==> config.mk <==
export PLATFORM = sky130hd
export DESIGN_NAME = pet_ctrl
export DESIGN_NICKNAME = d
export VERILOG_FILES = /design/src/rtl/pet_pkg.sv /design/src/rtl/pet_ctrl.sv
export SDC_FILE = /design/constraint.sdc
export NUM_CORES = 1
export LEC_CHECK = 0
export BUFFER_PORTS_ARGS = -buffer_cell sky130_fd_sc_hd__clkbuf_2
export CORE_AREA = 2 2 39 41
export CTS_CLUSTER_DIAMETER = 150
export DETAILED_ROUTE_END_ITERATION = 7
export DIE_AREA = 0 0 41 43
export PLACE_DENSITY = 0.66
export RECOVER_POWER = 100
export SLEW_MARGIN = 20
export SYNTH_ARGS = -nofsm -noshare
export SYNTH_HDL_FRONTEND = slang
export SYNTH_SLANG_ARGS = --single-unit
==> constraint.sdc <==
create_clock -name aclk -period 1.3 [get_ports aclk]
set_input_delay 0.195 -clock aclk [delete_from_list [all_inputs] [get_ports aclk]]
set_output_delay 0.195 -clock aclk [all_outputs]
set_load 0.01 [all_outputs]
==> src/rtl/pet_pkg.sv <==
// Shared types and constants for the Prewitt edge threshold block.
package pet_pkg;

    localparam int unsigned WEIGHT_RED   = 19595;
    localparam int unsigned WEIGHT_GREEN = 38470;
    localparam int unsigned WEIGHT_BLUE  = 7471;

    localparam int PROD_W     = 24;
    localparam int SQ_W       = 21;
    localparam int ROOT_W     = 11;
    localparam int SQRT_STEPS = 11;
    localparam int STEP_W     = 4;

    localparam logic [1:0] CFG_FRAME_WIDTH    = 2'd0;
    localparam logic [1:0] CFG_FRAME_HEIGHT   = 2'd1;
    localparam logic [1:0] CFG_EDGE_THRESHOLD = 2'd2;

    localparam logic [9:0]  RST_FRAME_WIDTH    = 10'd512;
    localparam logic [9:0]  RST_FRAME_HEIGHT   = 10'd512;
    localparam logic [10:0] RST_EDGE_THRESHOLD = 11'd170;
    localparam logic [9:0]  HEIGHT_LIMIT       = 10'd512;

    typedef struct packed {
        logic accept;
        logic ld_prod;
        logic ld_gray;
        logic commit;
        logic ld_grad;
        logic sqrt_init;
        logic sqrt_step;
        logic ld_out;
    } cmd_t;

    typedef struct packed {
        logic produced;
        logic out_free;
    } sts_t;

endpackage

==> src/rtl/pet_ctrl.sv <==
// Sequencing state machine for one pixel transaction.
module pet_ctrl (
    input  logic          aclk,
    input  logic          aresetn,
    input  logic          s_tvalid,
    output logic          s_tready,
    input  pet_pkg::sts_t sts,
    output pet_pkg::cmd_t cmd
);

    localparam logic [2:0] ST_IDLE   = 3'd0;
    localparam logic [2:0] ST_PROD   = 3'd1;
    localparam logic [2:0] ST_SUM    = 3'd2;
    localparam logic [2:0] ST_COMMIT = 3'd3;
    localparam logic [2:0] ST_GRAD   = 3'd4;
    localparam logic [2:0] ST_SQ     = 3'd5;
    localparam logic [2:0] ST_SQRT   = 3'd6;
    localparam logic [2:0] ST_OUT    = 3'd7;

    logic [2:0]                   state_reg, state_next;
    logic [pet_pkg::STEP_W-1:0]   step_reg, step_next;
    logic                         sqrt_last;

    assign s_tready  = (state_reg == ST_IDLE);
    assign sqrt_last = (step_reg == pet_pkg::STEP_W'(pet_pkg::SQRT_STEPS - 1));

    always_comb begin
        state_next = state_reg;
        step_next  = step_reg;
        cmd        = '0;
        case (state_reg)
            ST_IDLE: begin
                if (s_tvalid) begin
                    cmd.accept = 1'b1;
                    state_next = ST_PROD;
                end
            end
            ST_PROD: begin
                cmd.ld_prod = 1'b1;
                state_next  = ST_SUM;
            end
            ST_SUM: begin
                cmd.ld_gray = 1'b1;
                state_next  = ST_COMMIT;
            end
            ST_COMMIT: begin
                cmd.commit = 1'b1;
                state_next = sts.produced ? ST_GRAD : ST_IDLE;
            end
            ST_GRAD: begin
                cmd.ld_grad = 1'b1;
                state_next  = ST_SQ;
            end
            ST_SQ: begin
                cmd.sqrt_init = 1'b1;
                step_next     = '0;
                state_next    = ST_SQRT;
            end
            ST_SQRT: begin
                cmd.sqrt_step = 1'b1;
                step_next     = step_reg + 1'b1;
                if (sqrt_last) begin
                    state_next = ST_OUT;
                end
            end
            ST_OUT: begin
                if (sts.out_free) begin
                    cmd.ld_out = 1'b1;
                    state_next = ST_IDLE;
                end
            end
            default: begin
                state_next = ST_IDLE;
            end
        endcase
    end

    always_ff @(posedge aclk) begin
        if (!aresetn) begin
            state_reg <= ST_IDLE;
            step_reg  <= '0;
        end else begin
            state_reg <= state_next;
            step_reg  <= step_next;
        end
    end

`ifndef SYNTHESIS
    a_accept_seq: assert property (@(posedge aclk) disable iff (!aresetn)
        (s_tvalid && s_tready) |=> (state_reg == ST_PROD))
        else $error("transaction accepted but sequence did not start");
    a_sqrt_len: assert property (@(posedge aclk) disable iff (!aresetn)
        (state_reg == ST_SQRT && sqrt_last) |=> (state_reg == ST_OUT))
        else $error("square root did not finish after its step count");
    a_out_free: assert property (@(posedge aclk) disable iff (!aresetn)
        cmd.ld_out |-> sts.out_free)
        else $error("result loaded over a pending transaction");
    a_no_result: assert property (@(posedge aclk) disable iff (!aresetn)
        (state_reg == ST_COMMIT && !sts.produced) |=> s_tready)
        else $error("border pixel did not release the input");
`endif

endmodule

# Word-level counts from Yosys, hierarchy flattened
# Cells that the tools add are included.
# op_classes
muxes	16
reduce_logical	3
n_addsub	1
eq_ne	11
# ops
op	count
$pmux W3 S8	1
$eq A3 B3 Y1 const B	4
$mux W3	4
$mux W1	10
$pmux W4 S2	1
$eq A3 B2 Y1 const B	2
$ne A2 B2 Y1 const B	3
$add A4 B1 Y4 const B	1
$eq A4 B4 Y1 const B	1
$eq A3 B1 Y1 const B	1
$logic_not A3 Y1	1
$reduce_and A3 Y1	1
$reduce_bool A2 Y1	1
# totals
word_cells	33
regBits	7

# Logic depth before layout (Yosys ltp)
# Gate-level depths: netlist of the first run.
# depth
depth_word	3
mapped_depth	5
depth_no_buf	4

# Worst setup path after synthesis of the first run
# Ideal clock, no wire load.
# synth_path
path_type	register to output
startpoint	register state_reg[2]
endpoint	output port cmd[7] (netlist name)
arrival_time_ps	1052
path_buffers	1
required_ps	1105
stages_incl_launch_ff	4
slack_ps	53
path_cell_list	dfxtp_1 buf_2 nor3_1 and2_1
# synth_rtl
element	line	source
start: declaration	pet_ctrl.sv:20	logic [2:0] state_reg, state_next;
start signal: assignment	pet_ctrl.sv:83	state_reg <= state_next;
end: declaration	pet_ctrl.sv:8	output pet_pkg::cmd_t cmd

==> impl_metrics.toml, run 1 <==
[routing]
ant_nets = 0
drt_iter0_markers = 14
vias = 500
firstDrtPassIters = 4
drc = 0
via_per_inst = 5.32
routed_wl_mm = 1.11
wl_per_cell_um = 11.8

[die]
die_height_um = 43
die_area_um2 = 1760
start_util_pct = 34.9
io_pins = 14
rows = 14
die_w_um = 41
core_area_um2 = 1380

[clock_network]
clkSinkCount = 7
cts-root-buf = "clkbuf_4"
tritoncts = "yes"
cts_hold_buffers = 0
cts_buffers = 3
path_clk_slew_ps = 60
clock_path_buffers = 2
clock_latency_ps = 250
cts_htree_levels = 1

[timing]
hold_viol_final = 0
worstMarginPinSlew_ps = 392
finClkSkew_ps = 4.25
max_freq_mhz = 780
slew_viol_final = 0
layout_setup_ws_ps = 18.0
rsz0062_at_grt = "true"
setup_viol = 0
period_minus_slack_ps = 1280
finalCritPeriodShare_pct = 98.6
slew_headroom_pct = 73.5

[global_routing]
first_global_vias = 410
grt_start_max_net_pins = 15
grt_overflow = 0
antenna_found_initial = 0
grt_pass1_wl_mm = 1.67
track_usage_pct = 13.7

[finish]
final_cell_mix = "clkbuf_2 (12), nor2_1 (5), a21oi_1 (5), buf_4 (4), dfxtp_1 (4)"
fin_area_um2 = 611
largest_register_ffs = 4
antennaDiodeCount = 0
final_common_cell = "clkbuf_2"
nets = 86
syn_to_final_growth_pct = 26.4
finalNonFillerCells = 94
layout-drive-gt1-share_pct = 35.9

[placed_design]
post-place-cells = 89
hpwlAfterDp_um = 753
routabilityCongestion = 0.756
io_buffers = 13
place_area_um2 = 551
pre_cts_slack_ps = 11.7

[power]
ir_drop_mv = 0.329
powerDensity_nw_per_um2 = 908
finalPower_mw = 0.554
power_leakage_nw = 0.260

[synthesis]
post_synth_num_cell_types = 29
syn-num-nets = 69
synthesis.area_um2 = 483
seq_area_frac_synth_pct = 29.0
ys_ff_latch = 7
avgSynthCellArea_um2 = 7.79
syn_inst = 62
yosys_warnings = 0

[outcome]
status = "finished, final reports clean"

[flow_run]
cap_violations = 0

[setup_path]
crit_required_ps = 1110
start_kind = "register"
crit_path_end_kind = "output port"
critPathKind = "reg2out"
path_max_fanout = 14
cp_data_arrival_time_ps = 1090

[worst_hold_path]
holdCritPathClass = "in2reg"
==> cells by family after synthesis <==
logic type	count (synthesis)	share of synthesized area (%)
flip-flops	7	29.0
multiplexers	1	2.07
AO/OA/AOI/OAI	16	21.0
adder cells (fa/ha/maj)	2	5.18
AND/OR/NAND/NOR	27	31.3
buffers and inverters	9	11.4
==> layer usage <==
metal	track usage, %	part of all wire (%)
met1	18.4	47
met5	0	0
met4	6.00	0
met3	1.57	3.8
met2	20.9	50
==> layout make-up <==
class                      count  area, µm²
inverter                       4       15.0
clock buffer                   4       26.3
multi-input combinational     46        303
sequential                     7        151
timing repair buffer          17       95.1
tap                           16       20.0
fill                         140        773
==> cell usage after synthesis, drive strengths merged <==
| cell | instances | area share [%] |
|---|---|---|
| nor4 | 1 | 1.3 |
| nand4 | 1 | 1.3 |
| mux2i | 1 | 2.1 |
| and2 | 2 | 2.6 |
| ha | 2 | 5.2 |
| a21oi | 5 | 5.2 |
| dfxtp | 7 | 29 |
| a21boi | 1 | 1.6 |
| o21ai | 3 | 3.1 |
| o31ai | 1 | 1.6 |
| nand2 | 4 | 3.1 |
| or3b | 1 | 1.8 |
| nor4bb | 1 | 2.1 |
| o41ai | 1 | 1.8 |
| buf | 5 | 8.3 |
| nor2 | 6 | 4.7 |
| nor3b | 3 | 4.7 |
| a211oi | 1 | 1.6 |
| nand4b | 1 | 1.8 |
| o21a | 2 | 3.1 |
| o22ai | 1 | 1.3 |
| nor3 | 3 | 3.1 |
| o31a | 1 | 1.8 |
| nand3 | 2 | 2.1 |
| nor2b | 1 | 1.3 |
| nand3b | 1 | 1.6 |
| inv | 4 | 3.1 |
==> worst max-delay path, stage by stage (launching register included) <==
cell      delay, ps
dfxtp_4         390
nor3_2          190
and2_1          140
clkbuf_2        120
==> final timing paths <==
check | from | to | slack, ps | depth (start not counted)
hold reg to reg | step_reg[2] | step_reg[2] | 530 | 2
hold / removal | sts[1] | state_reg[2] | 210 | 3
setup reg to reg | step_reg[0] | step_reg[1] | 70 | 4
setup / recovery | state_reg[0] | cmd[7] | 20 | 3
==> stage by stage <==
step,hold slack [ps],utilization (%),TNS (ps)
after floorplan,313,-,0
after global placement,475,39.8,0
after detailed placement,481,39.8,0
after CTS,208,43.6,0
after global routing,213,44.1,-71.5
final,206,44.1,0
==> power breakdown <==
group          internal, mW  total (mW)  switching (mW)
Combinational        0.0522       0.102          0.0499
Sequential            0.223       0.251          0.0285
Clock                 0.117       0.201          0.0834
Total                 0.392       0.554           0.162
==> what timing repair did <==
| action | in CTS | in global routing |
|---|---|---|
| setup buffers | 1 | 0 |
| setup endpoints to repair | 9 | 5 |
| gates resized for setup | 8 | 4 |
No activity file was read; power rests on OpenSTA's default activity.
==> run 2, diff against run 1 <==
==> constraint.sdc (replaced) <==
create_clock -name aclk -period 1.4 [get_ports aclk]
set_input_delay 0.21 -clock aclk [delete_from_list [all_inputs] [get_ports aclk]]
set_output_delay 0.21 -clock aclk [all_outputs]
set_load 0.01 [all_outputs]
==> run 2 against run 1 <==
Register-to-register slack improved by 140 ps. Flip-flop and latch count unchanged. Non-clock buffer count did not move. Worst hold slack better by 20 ps. Sequential share of layout area is 0.31 points higher. Sequential power decreased by 7%. Cell count is the same. Combinational power fell by 11%.
==> impl_metrics.toml, run 2 (synthesis results as in run 1) <==
[outcome]
status = "finished, final reports clean"

[routing]
wl_per_cell_um = 11.4
routed_wl_mm = 1.07
drt_iter0_markers = 2
drc = 0
vias = 489
via_per_inst = 5.20
ant_nets = 0
firstDrtPassIters = 4

[clock_network]
path_clk_slew_ps = 60
cts-root-buf = "clkbuf_4"
clock_path_buffers = 2
tritoncts = "yes"
cts_buffers = 3
cts_htree_levels = 1
clkSinkCount = 7
clock_latency_ps = 250

[power]
p_sw_mw = 0.148
powerDensity_nw_per_um2 = 847
intPower_mw = 0.363
swShare_pct = 28.9
power_leakage_nw = 0.253
ir_drop_mv = 0.451
finalPower_mw = 0.511
seq_power_share_pct = 45.9
p_comb_share_pct = 17.8
p_clk_share_pct = 36.3

[finish]
syn_to_final_growth_pct = 24.9
nets = 86
antennaDiodeCount = 0
final_common_cell = "clkbuf_2"
final_cell_mix = "clkbuf_2 (13), nor2_1 (5), a21oi_1 (5)"
layout-drive-gt1-share_pct = 32.1
largest_register_ffs = 4

[timing]
slew_viol_final = 0
finClkSkew_ps = 10.0
hold_viol_final = 0
finalCritPeriodShare_pct = 94.7
worstMarginPinSlew_ps = 265
max_freq_mhz = 754
slew_headroom_pct = 82.1
tns_ps = 0
period_minus_slack_ps = 1330
whs_ps = 226
setup_viol = 0

[placed_design]
io_buffers = 13
hpwlAfterDp_um = 821
routabilityCongestion = 0.690

[global_routing]
track_usage_pct = 13.8
grt_start_max_net_pins = 20
antenna_found_initial = 0
first_global_vias = 395
grt_overflow = 0
grt_pass1_wl_mm = 1.57

[die]
core_area_um2 = 1380
die_w_um = 41
die_area_um2 = 1760
io_pins = 14
start_util_pct = 34.9
rows = 14
die_height_um = 43

[worst_hold_path]
holdCritPathClass = "in2reg"

[setup_path]
start_kind = "register"
crit_required_ps = 1190
crit_path_end = "cmd[7]"
cp_data_arrival_time_ps = 1120
worstSetupStartpoint = "state_reg[0]"
r2r-start = "step_reg[0]"
crit_path_end_kind = "output port"
reg2reg_depth = 4
critPathKind = "reg2out"
path_max_fanout = 19
r2r_slack_ps = 210
timing.rr.end = "step_reg[1]"

[flow_run]
cap_violations = 0
run 2: critical path, stage by stage, from the launching register on:
cell	delay, ps
dfxtp_4	400
nor3_2	200
and2_1	140
clkbuf_2	120
run 2: layout make-up:
| class | count | area (µm²) |
|---|---|---|
| tap | 16 | 20.0 |
| sequential | 7 | 151 |
| multi-input combinational | 46 | 295 |
| clock buffer | 4 | 26.3 |
| timing repair buffer | 17 | 95.1 |
| fill | 137 | 781 |
| inverter | 4 | 15.0 |
run 2: metal layers:
layer  global-route usage (%)  up-vias  wire length (µm)
met4                     8.00        0                14
met1                     16.5      221               495
met3                     6.28        2                31
met2                     19.4       11               531
li1                         -      255                 -
met5                        0        -                 0
run 2: worst min path at each step:
stage / end / depth (start not counted) / slack [ps] / start
final: state_reg[2] / 3 / 230 / sts[1]
after global routing: state_reg[2] / 3 / 230 / sts[1]
after CTS: state_reg[2] / 3 / 220 / sts[1]
after detailed placement: state_reg[2] / 3 / 490 / sts[1]
after global placement: state_reg[2] / 3 / 480 / sts[1]
after floorplan: step_reg[0] / 1 / 330 / aresetn
run 2: what timing repair did:
action                                  CTS  global route
endpoints found under the setup margin    8             5
resized for setup                         3             5
gates cloned                              0             0
buffers inserted                          0             0
hold buffers                              0             0
run 2: power by group through the flow:
stage | combinational (mW) | clock, mW | sequential (mW)
after floorplan | 0.0834 | 0 | 0.215
after global placement | 0.0876 | 0 | 0.236
after detailed placement | 0.0887 | 0 | 0.238
after CTS | 0.0894 | 0.192 | 0.234
after global routing | 0.0991 | 0.206 | 0.237
final | 0.0909 | 0.185 | 0.234
run 2: stage by stage:
step                utilization, %  setup slack (ps)  std cells  area [µm²]
global placement              40.3               129         90         558
detailed placement            40.3               113         90         558
CTS                           42.5              14.5         94         588
finish                        43.6              74.5         94         603
global route                  43.6            -0.797         94         603
floorplan                        -               138         62         483
